<file path="src/sv/b64dec_pkg.sv">
`default_nettype none
// ----------------------------------------------------------------------------
// b64dec_pkg
// Types, constants and the character classifier shared by the base64 decoder.
// ----------------------------------------------------------------------------
package b64dec_pkg;

    localparam logic [7:0] PAD_CHAR    = 8'h3D;  // '='
    localparam logic [7:0] PLUS_CHAR   = 8'h2B;  // '+'
    localparam logic [7:0] SLASH_CHAR  = 8'h2F;  // '/'
    localparam logic [5:0] LOWER_BASE  = 6'd26;
    localparam logic [5:0] DIGIT_BASE  = 6'd52;
    localparam logic [5:0] PLUS_VALUE  = 6'd62;
    localparam logic [5:0] SLASH_VALUE = 6'd63;

    typedef struct packed {
        logic [7:0] in_char;
        logic       end_of_input;
    } b64_in_t;

    typedef struct packed {
        logic [7:0] out_byte;
        logic       byte_valid;
        logic       last_of_run;
        logic       end_of_message;
        logic       lone_sextet_error;
    } b64_out_t;

    // One queued request: up to three bytes, most significant first.
    typedef struct packed {
        logic [23:0] bytes;
        logic [1:0]  nbytes;
        logic        eom;
        logic        err;
    } b64_job_t;

    typedef struct packed {
        logic full;
        logic empty;
    } b64_fifo_stat_t;

    typedef struct packed {
        logic       hit;
        logic [5:0] value;
    } b64_sextet_t;

    function automatic b64_sextet_t char_decode(input logic [7:0] c);
        b64_sextet_t r;
        logic [7:0]  d;
        r.hit   = 1'b1;
        r.value = '0;
        d       = '0;
        if (c >= 8'h41 && c <= 8'h5A)
        begin
            d       = c - 8'h41;
            r.value = d[5:0];
        end
        else if (c >= 8'h61 && c <= 8'h7A)
        begin
            d       = c - 8'h61;
            r.value = d[5:0] + LOWER_BASE;
        end
        else if (c >= 8'h30 && c <= 8'h39)
        begin
            d       = c - 8'h30;
            r.value = d[5:0] + DIGIT_BASE;
        end
        else if (c == PLUS_CHAR)
        begin
            r.value = PLUS_VALUE;
        end
        else if (c == SLASH_CHAR)
        begin
            r.value = SLASH_VALUE;
        end
        else
        begin
            r.hit = 1'b0;
        end
        return r;
    endfunction

endpackage
`default_nettype wire

</file>
<file path="src/sv/b64dec_front.sv">
`default_nettype none
// ----------------------------------------------------------------------------
// b64dec_front
// Classifies characters, packs sextets and queues byte requests.
// ----------------------------------------------------------------------------
module b64dec_front
(
    input  wire logic                      clk,
    input  wire logic                      rst_n,
    input  wire logic                      in_valid,
    output logic                           in_ready,
    input  wire b64dec_pkg::b64_in_t       in_data,
    input  wire b64dec_pkg::b64_fifo_stat_t stat,
    output logic                           push,
    output b64dec_pkg::b64_job_t           job
);
    import b64dec_pkg::*;

    logic [17:0] acc_reg, acc_next;
    logic [1:0]  cnt_reg, cnt_next;
    logic        pad_reg, pad_next;

    b64_sextet_t sx;
    logic        take;
    logic        group;
    logic        accept;
    logic [17:0] acc_upd;
    logic [1:0]  cnt_upd;
    logic        pad_upd;

    assign in_ready = !stat.full;
    assign accept   = in_valid && in_ready;

    always_comb
    begin
        sx      = char_decode(in_data.in_char);
        take    = !pad_reg && sx.hit;
        group   = take && (cnt_reg == 2'd3);
        pad_upd = pad_reg || (in_data.in_char == PAD_CHAR);
        acc_upd = acc_reg;
        cnt_upd = cnt_reg;
        if (group)
        begin
            acc_upd = '0;
            cnt_upd = '0;
        end
        else if (take)
        begin
            acc_upd = {acc_reg[11:0], sx.value};
            cnt_upd = cnt_reg + 2'd1;
        end

        job        = '0;
        job.eom    = in_data.end_of_input;
        if (group)
        begin
            job.bytes  = {acc_reg, sx.value};
            job.nbytes = 2'd3;
        end
        else if (in_data.end_of_input)
        begin
            // flush of a partial group; low pad bits dropped
            unique case (cnt_upd)
                2'd3:
                begin
                    job.bytes  = {acc_upd[17:2], 8'h00};
                    job.nbytes = 2'd2;
                end
                2'd2:
                begin
                    job.bytes  = {acc_upd[11:4], 16'h0000};
                    job.nbytes = 2'd1;
                end
                2'd1: job.err = 1'b1;
                default: job.err = 1'b0;
            endcase
        end

        push = accept && ((job.nbytes != 2'd0) || in_data.end_of_input);

        acc_next = acc_reg;
        cnt_next = cnt_reg;
        pad_next = pad_reg;
        if (accept)
        begin
            if (in_data.end_of_input)
            begin
                acc_next = '0;
                cnt_next = '0;
                pad_next = 1'b0;
            end
            else
            begin
                acc_next = acc_upd;
                cnt_next = cnt_upd;
                pad_next = pad_upd;
            end
        end
    end

    always_ff @(posedge clk or negedge rst_n)
    begin
        if (!rst_n)
        begin
            acc_reg <= '0;
            cnt_reg <= '0;
            pad_reg <= 1'b0;
        end
        else
        begin
            acc_reg <= acc_next;
            cnt_reg <= cnt_next;
            pad_reg <= pad_next;
        end
    end

endmodule
`default_nettype wire

</file>
<file path="src/sv/b64dec_fifo.sv">
`default_nettype none
// ----------------------------------------------------------------------------
// b64dec_fifo
// Short request queue between the front and back parts.
// ----------------------------------------------------------------------------
module b64dec_fifo
#(
    parameter int DEPTH = 4
)
(
    input  wire logic                   clk,
    input  wire logic                   rst_n,
    input  wire logic                   push,
    input  wire b64dec_pkg::b64_job_t   wr_job,
    input  wire logic                   pop,
    output b64dec_pkg::b64_job_t        rd_job,
    output b64dec_pkg::b64_fifo_stat_t  stat
);
    import b64dec_pkg::*;

    localparam int PTR_W = (DEPTH > 1) ? $clog2(DEPTH) : 1;
    localparam int CNT_W = $clog2(DEPTH + 1);
    localparam logic [PTR_W-1:0] LAST_PTR = PTR_W'(DEPTH - 1);
    localparam logic [CNT_W-1:0] FULL_CNT = CNT_W'(DEPTH);

    b64_job_t         mem [DEPTH];
    logic [PTR_W-1:0] wr_ptr_reg, wr_ptr_next;
    logic [PTR_W-1:0] rd_ptr_reg, rd_ptr_next;
    logic [CNT_W-1:0] cnt_reg, cnt_next;

    assign stat.full  = (cnt_reg == FULL_CNT);
    assign stat.empty = (cnt_reg == '0);
    assign rd_job     = mem[rd_ptr_reg];

    always_comb
    begin
        wr_ptr_next = wr_ptr_reg;
        rd_ptr_next = rd_ptr_reg;
        cnt_next    = cnt_reg;
        if (push)
            wr_ptr_next = (wr_ptr_reg == LAST_PTR) ? '0 : wr_ptr_reg + 1'b1;
        if (pop)
            rd_ptr_next = (rd_ptr_reg == LAST_PTR) ? '0 : rd_ptr_reg + 1'b1;
        if (push && !pop)
            cnt_next = cnt_reg + 1'b1;
        else if (pop && !push)
            cnt_next = cnt_reg - 1'b1;
    end

    always_ff @(posedge clk)
    begin
        if (push)
            mem[wr_ptr_reg] <= wr_job;
    end

    always_ff @(posedge clk or negedge rst_n)
    begin
        if (!rst_n)
        begin
            wr_ptr_reg <= '0;
            rd_ptr_reg <= '0;
            cnt_reg    <= '0;
        end
        else
        begin
            wr_ptr_reg <= wr_ptr_next;
            rd_ptr_reg <= rd_ptr_next;
            cnt_reg    <= cnt_next;
        end
    end

endmodule
`default_nettype wire

</file>
<file path="src/sv/b64dec_back.sv">
`default_nettype none
// ----------------------------------------------------------------------------
// b64dec_back
// Expands queued requests into result items, one per cycle unless the output stalls.
// ----------------------------------------------------------------------------
module b64dec_back
(
    input  wire logic                      clk,
    input  wire logic                      rst_n,
    input  wire b64dec_pkg::b64_job_t      head,
    input  wire b64dec_pkg::b64_fifo_stat_t stat,
    output logic                           pop,
    output logic                           out_valid,
    input  wire logic                      out_ready,
    output b64dec_pkg::b64_out_t           out_data
);
    import b64dec_pkg::*;

    logic [1:0] idx_reg, idx_next;
    logic       out_valid_reg, out_valid_next;
    b64_out_t   out_data_reg, out_data_next;
    logic       load;
    logic       last;
    logic [7:0] sel;

    assign out_valid = out_valid_reg;
    assign out_data  = out_data_reg;

    always_comb
    begin
        load = !stat.empty && (!out_valid_reg || out_ready);
        last = (head.nbytes == 2'd0) || (idx_reg == head.nbytes - 2'd1);
        unique case (idx_reg)
            2'd0:    sel = head.bytes[23:16];
            2'd1:    sel = head.bytes[15:8];
            default: sel = head.bytes[7:0];
        endcase

        out_data_next.byte_valid        = (head.nbytes != 2'd0);
        out_data_next.out_byte          = out_data_next.byte_valid ? sel : 8'h00;
        out_data_next.last_of_run       = last;
        out_data_next.end_of_message    = last && head.eom;
        out_data_next.lone_sextet_error = last && head.err;

        pop            = load && last;
        idx_next       = idx_reg;
        out_valid_next = out_valid_reg;
        if (load)
        begin
            out_valid_next = 1'b1;
            idx_next       = last ? 2'd0 : idx_reg + 2'd1;
        end
        else if (out_ready)
        begin
            out_valid_next = 1'b0;
        end
    end

    always_ff @(posedge clk)
    begin
        if (load)
            out_data_reg <= out_data_next;
    end

    always_ff @(posedge clk or negedge rst_n)
    begin
        if (!rst_n)
        begin
            idx_reg       <= '0;
            out_valid_reg <= 1'b0;
        end
        else
        begin
            idx_reg       <= idx_next;
            out_valid_reg <= out_valid_next;
        end
    end

endmodule
`default_nettype wire

</file>
<file path="src/sv/base64_decoder_top.sv">
`default_nettype none
// A character that completes a group or ends the message passes through the
//   request queue and then the output register before its first result shows.
// Throughput: one character per cycle; a request expands to 1..3 results, sent
//   one per cycle when out_ready is high; input stalls only on a full queue.
// Reset: rst_n clears the sextet state, the queue pointers and output valid.
// ----------------------------------------------------------------------------
// base64_decoder_top
// Base64 decoder: a character classifier/packer in front, a request queue,
// and a result emitter behind it, each stalling on its own.
// ----------------------------------------------------------------------------
module base64_decoder_top
#(
    parameter int QUEUE_DEPTH = 4
)
(
    input  wire logic                 clk,
    input  wire logic                 rst_n,
    input  wire logic                 in_valid,
    output logic                      in_ready,
    input  wire b64dec_pkg::b64_in_t  in_data,
    output logic                      out_valid,
    input  wire logic                 out_ready,
    output b64dec_pkg::b64_out_t      out_data
);
    import b64dec_pkg::*;

    // Front side: accepted alphabet characters before a pad update the sextet accumulator.
    // A request is queued when a group completes or the message ends.
    b64_job_t       wr_job;
    b64_job_t       rd_job;
    b64_fifo_stat_t stat;
    logic           push;
    logic           pop;

    b64dec_front u_front
    (
        .clk      (clk),
        .rst_n    (rst_n),
        .in_valid (in_valid),
        .in_ready (in_ready),
        .in_data  (in_data),
        .stat     (stat),
        .push     (push),
        .job      (wr_job)
    );

    // Queue absorbs bursts of three-byte requests while the output stalls.
    b64dec_fifo #(.DEPTH(QUEUE_DEPTH)) u_fifo
    (
        .clk    (clk),
        .rst_n  (rst_n),
        .push   (push),
        .wr_job (wr_job),
        .pop    (pop),
        .rd_job (rd_job),
        .stat   (stat)
    );

    // Back side: walks the head request one byte per cycle while the output is ready.
    b64dec_back u_back
    (
        .clk       (clk),
        .rst_n     (rst_n),
        .head      (rd_job),
        .stat      (stat),
        .pop       (pop),
        .out_valid (out_valid),
        .out_ready (out_ready),
        .out_data  (out_data)
    );

    // No request is ever pushed into a full queue.
    assert property (@(posedge clk) disable iff (!rst_n) !(push && stat.full))
        else $error("push into full request queue");

    // The back end never pops an empty queue.
    assert property (@(posedge clk) disable iff (!rst_n) !(pop && stat.empty))
        else $error("pop from empty request queue");

    // The end marker only rides on the last result of a request.
    assert property (@(posedge clk) disable iff (!rst_n)
        (out_valid && out_data.end_of_message) |-> out_data.last_of_run)
        else $error("end of message without last of run");

    // A lone-sextet error comes only on an end result that carries no byte.
    assert property (@(posedge clk) disable iff (!rst_n)
        (out_valid && out_data.lone_sextet_error)
            |-> (out_data.end_of_message && !out_data.byte_valid))
        else $error("lone sextet error on a data result");

endmodule
`default_nettype wire

</file>
<file path="config.mk">
export PLATFORM = sky130hd
export DESIGN_NAME = base64_decoder_top
export DESIGN_NICKNAME = d
export VERILOG_FILES = /design/src/sv/b64dec_pkg.sv /design/src/sv/b64dec_front.sv /design/src/sv/b64dec_fifo.sv /design/src/sv/b64dec_back.sv /design/src/sv/base64_decoder_top.sv
export SDC_FILE = /design/constraint.sdc
export NUM_CORES = 1
export LEC_CHECK = 0
export ABC_AREA = 1
export BUFFER_PORTS_ARGS = -buffer_cell sky130_fd_sc_hd__buf_2
export CAP_MARGIN = 20
export CELL_PAD_IN_SITES_DETAIL_PLACEMENT = 1
export CELL_PAD_IN_SITES_GLOBAL_PLACEMENT = 2
export CORE_MARGIN = 1
export CORE_UTILIZATION = 41
export CTS_CLUSTER_SIZE = 8
export DETAILED_ROUTE_END_ITERATION = 12
export PLACE_DENSITY_LB_ADDON = 0.1
export RECOVER_POWER = 50
export SYNTH_ARGS = -nofsm -noshare
export SYNTH_HDL_FRONTEND = slang
export SYNTH_SLANG_ARGS = --single-unit
export TNS_END_PERCENT = 20
</file>
<file path="constraint.sdc">
create_clock -name clk -period 4.3 [get_ports clk]
set_input_delay 0.215 -clock clk [delete_from_list [all_inputs] [get_ports clk]]
set_output_delay 0.215 -clock clk [all_outputs]
set_load 0.02 [all_outputs]
</file>
* After elaboration in Yosys (flattened, before gate mapping) *
Memories as Yosys holds them, arrays and structs flattened.
Cells that the tools add are included.

word-level totals
  bits in writable memories = 112
  memories = 1
  input port bits = 13
  bits in registers = 43
  output and inout port bits = 14

operators by class
  reductions and logical operators = 32
  add/subtract/negate cells = 12
  equal/unequal tests = 12
  order comparisons = 6
  muxes and demuxes = 33

memory list
  name        depth  width  rd ports  clocked after Yosys merged registers in  wr ports  RTL line           RTL
  u_fifo.mem  4      28     1         0                                        1         b64dec_fifo.sv:26  b64_job_t mem [DEPTH];

operators with widths
  operator               number
  $mux W18               3
  $mux W26               2
  $pmux W26 S2           1
  $mux W6                5
  $eq A8 B6 Y1 const B   3
  $ge A8 B7 Y1 const B   2
  $le A8 B7 Y1 const B   2
  $pmux W8 S2            1
  $logic_and A1 B1 Y1    13
  $mux W1                13
  $mux W2                6
  $sub A6 B6 Y6 const B  2
  $eq A2 B2 Y1 const B   5
  $add A2 B1 Y2 const B  4
  $ge A8 B6 Y1 const B   1
  $le A8 B6 Y1 const B   1
  $reduce_bool A2 Y1     4
  $add A6 B5 Y6 const B  1
  $add A6 B6 Y6 const B  1
  $logic_not A1 Y1       6
  $mux W3                2
  $sub A6 B1 Y6 const B  1
  $eq A2 B1 Y1 const B   2
  $logic_not A2 Y1       2
  9 further kinds        12

* Logic depth before layout (Yosys ltp) *
Gate-level depths: netlist of the first run.

  depth in word-level cells = 20
  mapped depth = 22

* By module *
Synthesis of the first run repeated with hierarchy kept, for this count alone.

unflattened totals
  cell total of the unflattened synthesis = 816
  area, all modules = 7907.6 sq um

modules (own cells, without submodules)
  module        cells an instance  instances  area each (sq um)  sequential area each (sq um)
  b64dec_fifo   379                1          4882.2             3538.4
  b64dec_front  351                1          2224.6             525.5
  b64dec_back   86                 1          800.8              435.4

* Least setup slack after synthesis of the first run *
No wires, ideal clock.

  path type = input -> register
  start = input port in_data[4] (netlist bit)
  end = memory u_fifo.mem[0][0] (netlist bit) (enable)
  data arrival time = 2761 ps
  required time = 3887 ps
  buffers on the path = 1
  setup time = 413 ps
  cell stages on the path = 15
  slack = 1126 ps
  cells stage by stage = buf_2 -> inv_1 -> ha_1 -> nand2_1 -> nand2_1 -> nor2_1 -> nor2_2 -> nand2_2 -> nand3_4 -> nand2_4 -> inv_2 -> nand2_2 -> nand2_1 -> nand2_2 -> nor2_1

on the way
  cells in the longest elaborated chain, start to end = 18
  elaborated cells on any way between the ends = 30

RTL lines
  item                                                  RTL line                                RTL
  from (decl)                                           base64_decoder_top.sv:21                input wire b64dec_pkg::b64_in_t in_data,
  branches (longest 5 deep; another with $ge A8 B6 Y1)  --
  $mux W1 *                                             b64dec_pkg.sv:53                        if (c >= 8'h41 && c <= 8'h5A)
  $logic_and A1 B1 Y1 *                                 b64dec_front.sv:37                      take = !pad_reg && sx.hit;
  $mux W2 or $logic_and A1 B1 Y1 (tied branches)        b64dec_front.sv:47, b64dec_front.sv:38
  $mux W2                                               b64dec_front.sv:42                      if (group)
  $eq A2 B2 Y1                                          b64dec_front.sv:63                      unique case (cnt_upd)
  $pmux W26 S2                                          b64dec_front.sv:63
  $mux W26                                              b64dec_front.sv:60                      else if (in_data.end_of_input)
  $mux W26 *                                            b64dec_front.sv:55                      if (group)
  $reduce_bool A2 Y1 *                                  b64dec_front.sv:79                      push = accept && ((job.nbytes != 2'd0) || in_data.end_of_input);
  $logic_or A1 B1 Y1 *                                  b64dec_front.sv:79
  $logic_and A1 B1 Y1 *                                 b64dec_front.sv:79
  $mux W1 *                                             b64dec_fifo.sv:52                       if (push)
  $mux W1 (implied by the code) *                       b64dec_fifo.sv:53                       mem[wr_ptr_reg] <= wr_job;
  to (decl)                                             b64dec_fifo.sv:26

Mark *: on every way between the ends.

* Final worst setup path of the first run *
  start = input port in_data[1] (netlist bit)
  end = register u_fifo.cnt_reg[2]

on the way
  cells in the longest elaborated chain, start to end = 19
  elaborated cells on any way between the ends = 33

RTL lines
  item                                                  RTL line                                RTL
  branches (longest 5 deep; another with $ge A8 B6 Y1)  --
  $mux W1 *                                             b64dec_pkg.sv:53
  $logic_and A1 B1 Y1 *                                 b64dec_front.sv:37
  $mux W2 or $logic_and A1 B1 Y1 (tied branches)        b64dec_front.sv:47, b64dec_front.sv:38
  $mux W2                                               b64dec_front.sv:42
  $eq A2 B2 Y1                                          b64dec_front.sv:63
  $pmux W26 S2                                          b64dec_front.sv:63
  $mux W26                                              b64dec_front.sv:60
  $mux W26 *                                            b64dec_front.sv:55
  $reduce_bool A2 Y1 *                                  b64dec_front.sv:79
  $logic_or A1 B1 Y1 *                                  b64dec_front.sv:79
  $logic_and A1 B1 Y1 *                                 b64dec_front.sv:79
  named net push                                        base64_decoder_top.sv:33                logic push;
  $logic_not A1 Y1                                      b64dec_fifo.sv:46                       else if (pop && !push)
  $logic_and A1 B1 Y1                                   b64dec_fifo.sv:46
  $reduce_bool A2 Y1 (no line)                          --
  to (signal assigned)                                  b64dec_fifo.sv:68                       cnt_reg <= cnt_next;
  to (decl)                                             b64dec_fifo.sv:29                       logic [CNT_W-1:0] cnt_reg, cnt_next;

Mark *: on every way through the listed nets, which the timed path passes.
A chain may end at the register's enable or synchronous reset.

==> impl_metrics.py, run 1 <==
metrics = {
    "run_status": {
        "violations": "max-capacitance violations, max-slew violations",
        "outcome": "finished with violations",
    },
    "setup_path": {
        "cp_cell_sequence": "buf_2, inv_1, ha_1, inv_1, nand2_1, nand2_1, nor2_1, nor2_2, nand2_2, nand3_1, nand2_4, inv_1, nand2_2, nand2_1, nand2_2, inv_1, ha_1, inv_1, fa_1, a21oi_1, o21ai_0, xor2_1",
        "max_stage_delay_ns": 0.43,
        "end_kind": "register",
        "cp.required_ns": 4.61,
        "critPathSlowestCell": "nand3_1",
        "critical-path-top-delay-family": "simple AND/OR/NAND/NOR gates",
        "cp_max_fo": 23,
        "crit_path_start_kind": "input pin",
        "path_common_cell": "inv_1",
        "critPathBufInv": 6,
        "critPathKind": "in2reg",
        "cp.arrival_ns": 3.93,
    },
    "run": {
        "maxCapViolCount": 2,
    },
    "pwr": {
        "peakVddDrop_uv": 337,
        "p_per_area_nw_per_um2": 629,
        "p_leak_nw": 3.40,
    },
    "global_routing": {
        "antenna_found_initial": 0,
        "grt_pass1_wl_mm": 31.9,
        "grt.total_usage_pct": 23.1,
        "grt_pass1_vias": 5756,
        "grt_max_degree": 49,
        "grt-ovfl-total": 0,
    },
    "placement": {
        "place_inst": 995,
        "portBuffers": 26,
        "place_hpwl_mm": 13.6,
        "preCtsSetupSlack_ns": 0.557,
        "place_congestion": 0.859,
        "place_area_um2": 7880,
    },
    "sta": {
        "fin_crit_ns": 3.62,
        "grt_setup_unrepaired": "no",
        "worst_pin_slew_ns": 2.11,
        "fin_hold_ws_ns": 0.373,
        "final.setup.tns_ns": 0,
        "max_slew_margin_pct": -40.9,
        "final.setup_skew_ns": 0.0126,
        "worst_slack_ns": 0.682,
        "report.final.slew_viol_count": 80,
        "timing.final.crit_share_pct": 84.1,
        "hold_viol_final": 0,
        "setup_viol": 0,
        "fmax_mhz": 276,
    },
    "cells_and_area": {
        "layout.cells.non_filler": 1029,
        "largest_register_ffs": 112,
        "final_area_um2": 8370,
        "drive_above_1_share_pct": 9.13,
        "n_antenna_cell": 0,
        "syn_to_final_growth_pct": 11.0,
        "fin_nets": 820,
    },
    "yosys": {
        "ys_ff_latch": 155,
        "synth_edf_count": 124,
        "netlist-cell-type-count": 41,
        "syn-instance-count": 763,
        "synthFlopType": "edfxtp_1",
        "synth.top_cell.area_share_pct": 49.4,
        "synthArstFlopShare_pct": 20.0,
        "syn-num-nets": 796,
        "synth_top_cell_by_area": "edfxtp_1",
        "ys_seq_area_share_pct": 59.6,
        "synth.area.top_cells": "edfxtp_1 (49%), dfrtp_1 (10%), nand2_1 (8.8%)",
        "yosys_warnings": 0,
        "syn_area_per_cell_um2": 9.89,
        "syn_area_um2": 7540,
    },
    "clocking": {
        "cts.sinks": 155,
        "root_buffer": "clkbuf_16",
        "clk_path_buf_depth": 2,
        "path_clk_slew_ns": 0.07,
        "post-cts-setup-buffers": 0,
        "cts_tree": "done",
        "numCtsBuffers": 17,
        "clock_latency_ns": 0.43,
        "h-tree-depth": 4,
    },
    "die": {
        "core_um2": 18000,
        "row_count": 49,
        "ios": 27,
        "dieArea_um2": 18900,
        "start_util_pct": 41.9,
        "fp.dieW_um": 138,
        "die_h_um": 138,
    },
    "route": {
        "wirelength_mm": 20.2,
        "drc": 0,
        "dr_total_vias": 5478,
        "drt_iter0_drc": 253,
        "wl_per_cell_um": 19.6,
        "drtPass1Iterations": 4,
        "vias_per_cell": 5.32,
        "drtAntennaViolNets": 0,
    },
    "hold_path": {
        "holdCritPathClass": "in2reg",
    },
}
[timing repair]
action,in CTS,in global routing
gates resized for setup,0,0
hold endpoints to repair,32,0
hold buffers,2,0
[worst reg2reg max path, stage by stage, from the launching register on]
cell and delay [ns]:
dfrtp_1 0.58, inv_1 0.27, o21ai_0 0.23, o22a_1 0.21, ha_1 0.16, clkinv_1 0.28, nand2_1 0.20, inv_1 0.12
nor2_1 0.34, inv_1 0.09, ha_1 0.19, inv_1 0.11, fa_1 0.43, nor2_1 0.11, a21oi_1 0.05
[logic make-up after synthesis]
kind of cell / synth area share [%]
AO/OA/AOI/OAI: 11.0
XOR/XNOR: 1.16
adder cells (fa/ha/maj): 3.42
buffers and inverters: 5.67
flip-flops: 59.6
AND/OR/NAND/NOR: 19.1
[per-stage QoR]
stage	util (%)	power (mW)
after floorplan	-	3.32
after global placement	43.7	3.84
after detailed placement	43.7	3.93
after CTS	47.0	5.39
after global routing	46.5	5.63
final	46.5	5.27
[worst paths after layout]
| check | cells past startpoint | slack (ns) | end | start |
|---|---|---|---|---|
| max | 22 | 0.68 | u_fifo.cnt_reg[2] | in_data[1] |
| min | 5 | 0.37 | u_front.pad_reg | in_data[6] |
| max reg2reg | 14 | 0.83 | u_fifo.cnt_reg[1] | u_fifo.rd_ptr_reg[0] |
| min reg2reg | 1 | 0.54 | u_front.acc_reg[13] | u_front.acc_reg[13] |
| max in group asynchronous | 2 | 2.20 | u_front.acc_reg[0] | rst_n |
| min in group asynchronous | 2 | 0.90 | u_back.idx_reg[1] | rst_n |
[power by group]
group | switching [mW] | internal [mW]
registers | 0.105 | 1.93
clock network | 0.643 | 0.810
logic | 1.28 | 0.509
[final cells by class]
| type | count | area (µm²) |
|---|---|---|
| tap | 229 | 287 |
| sequential | 155 | 4500 |
| clock inverter | 14 | 138 |
| timing repair buffer | 38 | 198 |
| fill | 2093 | 9650 |
| inverter | 68 | 258 |
| clock buffer | 18 | 429 |
| multi-input combinational | 507 | 2570 |
[placed cells by master, fill, tap and decap left out, drive strengths merged, types with 18 or more instances in the layout]
master / instances
nand3: 36
edfxtp: 124
nor2: 95
o21ai: 82
o22ai: 35
dfrtp: 31
inv: 71
ha: 19
nand2: 188
clkbuf: 36
buf: 18
[routing by layer]
layer	vias up	GRT usage, %	share of wire [%]	wire (µm)
met5	-	0	0	0
met4	0	7.20	1.4	289
met3	24	3.24	2.7	554
met2	64	38.9	49	9930
met1	2734	30.6	47	9400
li1	2656	-	-	-
[cells in the mapped netlist, drive strengths merged (8+ instances only)]
master  number
nand3       36
a22o         8
dfrtp       31
ha          19
nand2      188
xor2         8
o22ai       35
edfxtp     124
nor2        95
a21oi       13
o21ai       82
nand4        8
buf         11
inv         64
clkbuf      22
Note: power is estimated with default switching activity, not from simulation.
==> run 2, diff against run 1 <==
Settings changed: CORE_UTILIZATION 41 to 37.
Clock period 4.3 ns to 3.2 ns, I/O delays scaled along.
==> run 2 against run 1 <==
The flow still finishes with violations (max-capacitance violations, max-slew violations); setup slack worse by 0.40 ns; combinational power rose by 41%; sequential power grew 34%; final cell count is 5.0% higher; clock-buffer cell count shrank 1; critical path type is now reg2reg; critical endpoint unchanged; largest cell class unchanged; highest routed layer unchanged.
==> impl_metrics.py, run 2 (same netlist as run 1, synthesis figures left out) <==
metrics = {
    "run_status": {
        "outcome": "finished with violations",
        "violations": "max-capacitance violations, max-slew violations",
    },
    "hold_path": {
        "holdCritPathClass": "in2reg",
        "min_from": "in_valid",
        "min_path_cells": 5,
        "hold_end": "u_front.acc_reg[2]",
    },
    "cells_and_area": {
        "n_antenna_cell": 0,
        "fill_cells": 2223,
        "final_common_cell": "nand2_1",
        "final_area_um2": 8600,
        "layout.cells.non_filler": 1080,
        "fin_nets": 835,
        "largest_register_ffs": 112,
        "drive_above_1_share_pct": 11.3,
        "syn_to_final_growth_pct": 14.0,
        "layout_common_cells": "nand2_1 (181), edfxtp_1 (124), nor2_1 (86)",
    },
    "sta": {
        "timing.final.crit_share_pct": 91.1,
        "fin_hold_ws_ns": 0.235,
        "final.setup.tns_ns": 0,
        "grt_setup_unrepaired": "no",
        "max_slew_margin_pct": -31.0,
        "final.setup_skew_ns": 0.0104,
        "worst_pin_slew_ns": 1.96,
        "fmax_mhz": 343,
        "setup_viol": 0,
        "report.final.slew_viol_count": 32,
        "fin_crit_ns": 2.91,
        "hold_viol_final": 0,
    },
    "clocking": {
        "root_buffer": "clkbuf_16",
        "clock_latency_ns": 0.43,
        "cts.sinks": 155,
        "path_clk_slew_ns": 0.07,
        "h-tree-depth": 4,
        "post-cts-setup-buffers": 0,
        "cts_tree": "done",
        "clk_path_buf_depth": 2,
        "numCtsBuffers": 17,
    },
    "die": {
        "ios": 27,
        "core_um2": 19700,
        "dieArea_um2": 21000,
        "die_h_um": 145,
        "start_util_pct": 38.3,
        "row_count": 51,
        "fp.dieW_um": 145,
    },
    "pwr": {
        "p_leak_nw": 3.50,
        "switching_share_pct": 38.2,
        "p_comb_share_pct": 35.0,
        "power.switching_mw": 2.76,
        "p_per_area_nw_per_um2": 841,
        "intPower_mw": 4.47,
        "power_frac_seq_pct": 37.7,
        "peakVddDrop_uv": 387,
        "clockPowerShare_pct": 27.3,
    },
    "setup_path": {
        "end_kind": "register",
        "cp_max_fo": 12,
        "critPathKind": "reg2reg",
        "crit_path_start_kind": "register",
        "r2r_start": "u_fifo.rd_ptr_reg[0]",
        "cp.required_ns": 3.51,
        "cp.arrival_ns": 3.22,
        "reg2reg_to": "u_fifo.cnt_reg[2]",
        "reg2reg_slack_ns": 0.29,
        "worst-r2r-cell-count": 16,
    },
    "route": {
        "dr_total_vias": 5485,
        "drtPass1Iterations": 5,
        "vias_per_cell": 5.08,
        "wl_per_cell_um": 18.6,
        "drt_iter0_drc": 214,
        "drc": 0,
        "drtAntennaViolNets": 0,
        "wirelength_mm": 20.1,
    },
    "global_routing": {
        "grt_pass1_wl_mm": 32.0,
        "antenna_found_initial": 0,
        "grt-ovfl-total": 0,
        "grt_pass1_vias": 5802,
        "grt_max_degree": 35,
        "grt.total_usage_pct": 20.9,
    },
    "run": {
        "maxCapViolCount": 1,
    },
    "placement": {
        "place_inst": 1046,
        "place_hpwl_mm": 13.8,
        "place_congestion": 0.826,
        "portBuffers": 26,
        "place_area_um2": 8090,
    },
}
-- run 2: changes by cell type in the layout (fill, tap and decap cells not counted), moves of 2 or more --
cell,previous run,this run
buf_4,8,19
nor2_8,0,2
inv_1,60,58
nand2_1,179,181
buf_12,0,2
nor2_1,88,86
nand2_2,6,4
clkinvlp_4,4,2
inv_2,3,5
clkbuf_2,0,2
-- run 2: worst max path at each step --
stage / from / endpoint / slack, ns / cells after the start
after floorplan: u_fifo.rd_ptr_reg[1] / u_fifo.cnt_reg[2] / 0.05 / 19
after global placement: in_data[1] / u_fifo.cnt_reg[2] / 0.18 / 22
after detailed placement: in_data[1] / u_fifo.cnt_reg[2] / 0.13 / 22
after CTS: u_fifo.rd_ptr_reg[0] / u_fifo.cnt_reg[2] / 0.12 / 16
after global routing: u_fifo.cnt_reg[0] / u_fifo.cnt_reg[1] / 0.04 / 11
final: u_fifo.rd_ptr_reg[0] / u_fifo.cnt_reg[2] / 0.29 / 16
-- run 2: cell type report --
type	instances	area, µm²	area share, %
well taps	265	332	3.85
clock buffers	17	425	4.95
clock inverters	15	150	1.75
multi-input cells	507	2610	30.3
repair buffers	53	330	3.84
flip-flops and latches	155	4500	52.3
inverters	68	258	3.00
-- run 2: per-layer routing --
| layer | track usage, % | wire length (µm) |
|---|---|---|
| met1 | 27.4 | 9440 |
| met4 | 6.09 | 232 |
| met2 | 35.6 | 9870 |
| met3 | 3.32 | 574 |
| met5 | 0 | 0 |
-- run 2: through the flow --
| stage | power [mW] | worst slack, ns | util (%) |
|---|---|---|---|
| 2_1_floorplan | 4.46 | 0.0495 | - |
| 5_1_grt | 7.72 | 0.0355 | 43.6 |
| 6_report | 7.23 | 0.285 | 43.6 |
| 3_3_place_gp | 5.30 | 0.177 | 41.0 |
| 3_5_place_dp | 5.39 | 0.130 | 41.0 |
| 4_1_cts | 7.39 | 0.122 | 44.1 |
-- run 2: worst max-delay path, stage by stage (launching register included) --
cell and delay (ns):
dfrtp_2 0.42, buf_4 0.21, nand2_1 0.06, a32o_1 0.25
ha_1 0.28, xor2_1 0.16, nand2_1 0.07, nand2_1 0.09
inv_2 0.11, nor2_2 0.07, inv_1 0.08, ha_1 0.14
inv_1 0.07, fa_1 0.37, a21oi_1 0.14, o21ai_0 0.11
xor2_1 0.15
-- run 2: timing repair --
action / CTS / global route
gates resized for setup: 0 / 4
endpoints found under the setup margin: 0 / 2
hold endpoints to repair: 32 / 0
hold buffers: 2 / 0
-- run 2: power by group through the flow --
| stage | registers [mW] | logic (mW) | clock network [mW] |
|---|---|---|---|
| final | 2.72 | 2.53 | 1.98 |
| after global routing | 2.76 | 2.87 | 2.09 |
| after CTS | 2.72 | 2.65 | 2.02 |
| after detailed placement | 2.76 | 2.63 | 0 |
| after global placement | 2.74 | 2.56 | 0 |
| after floorplan | 2.84 | 1.61 | 0 |
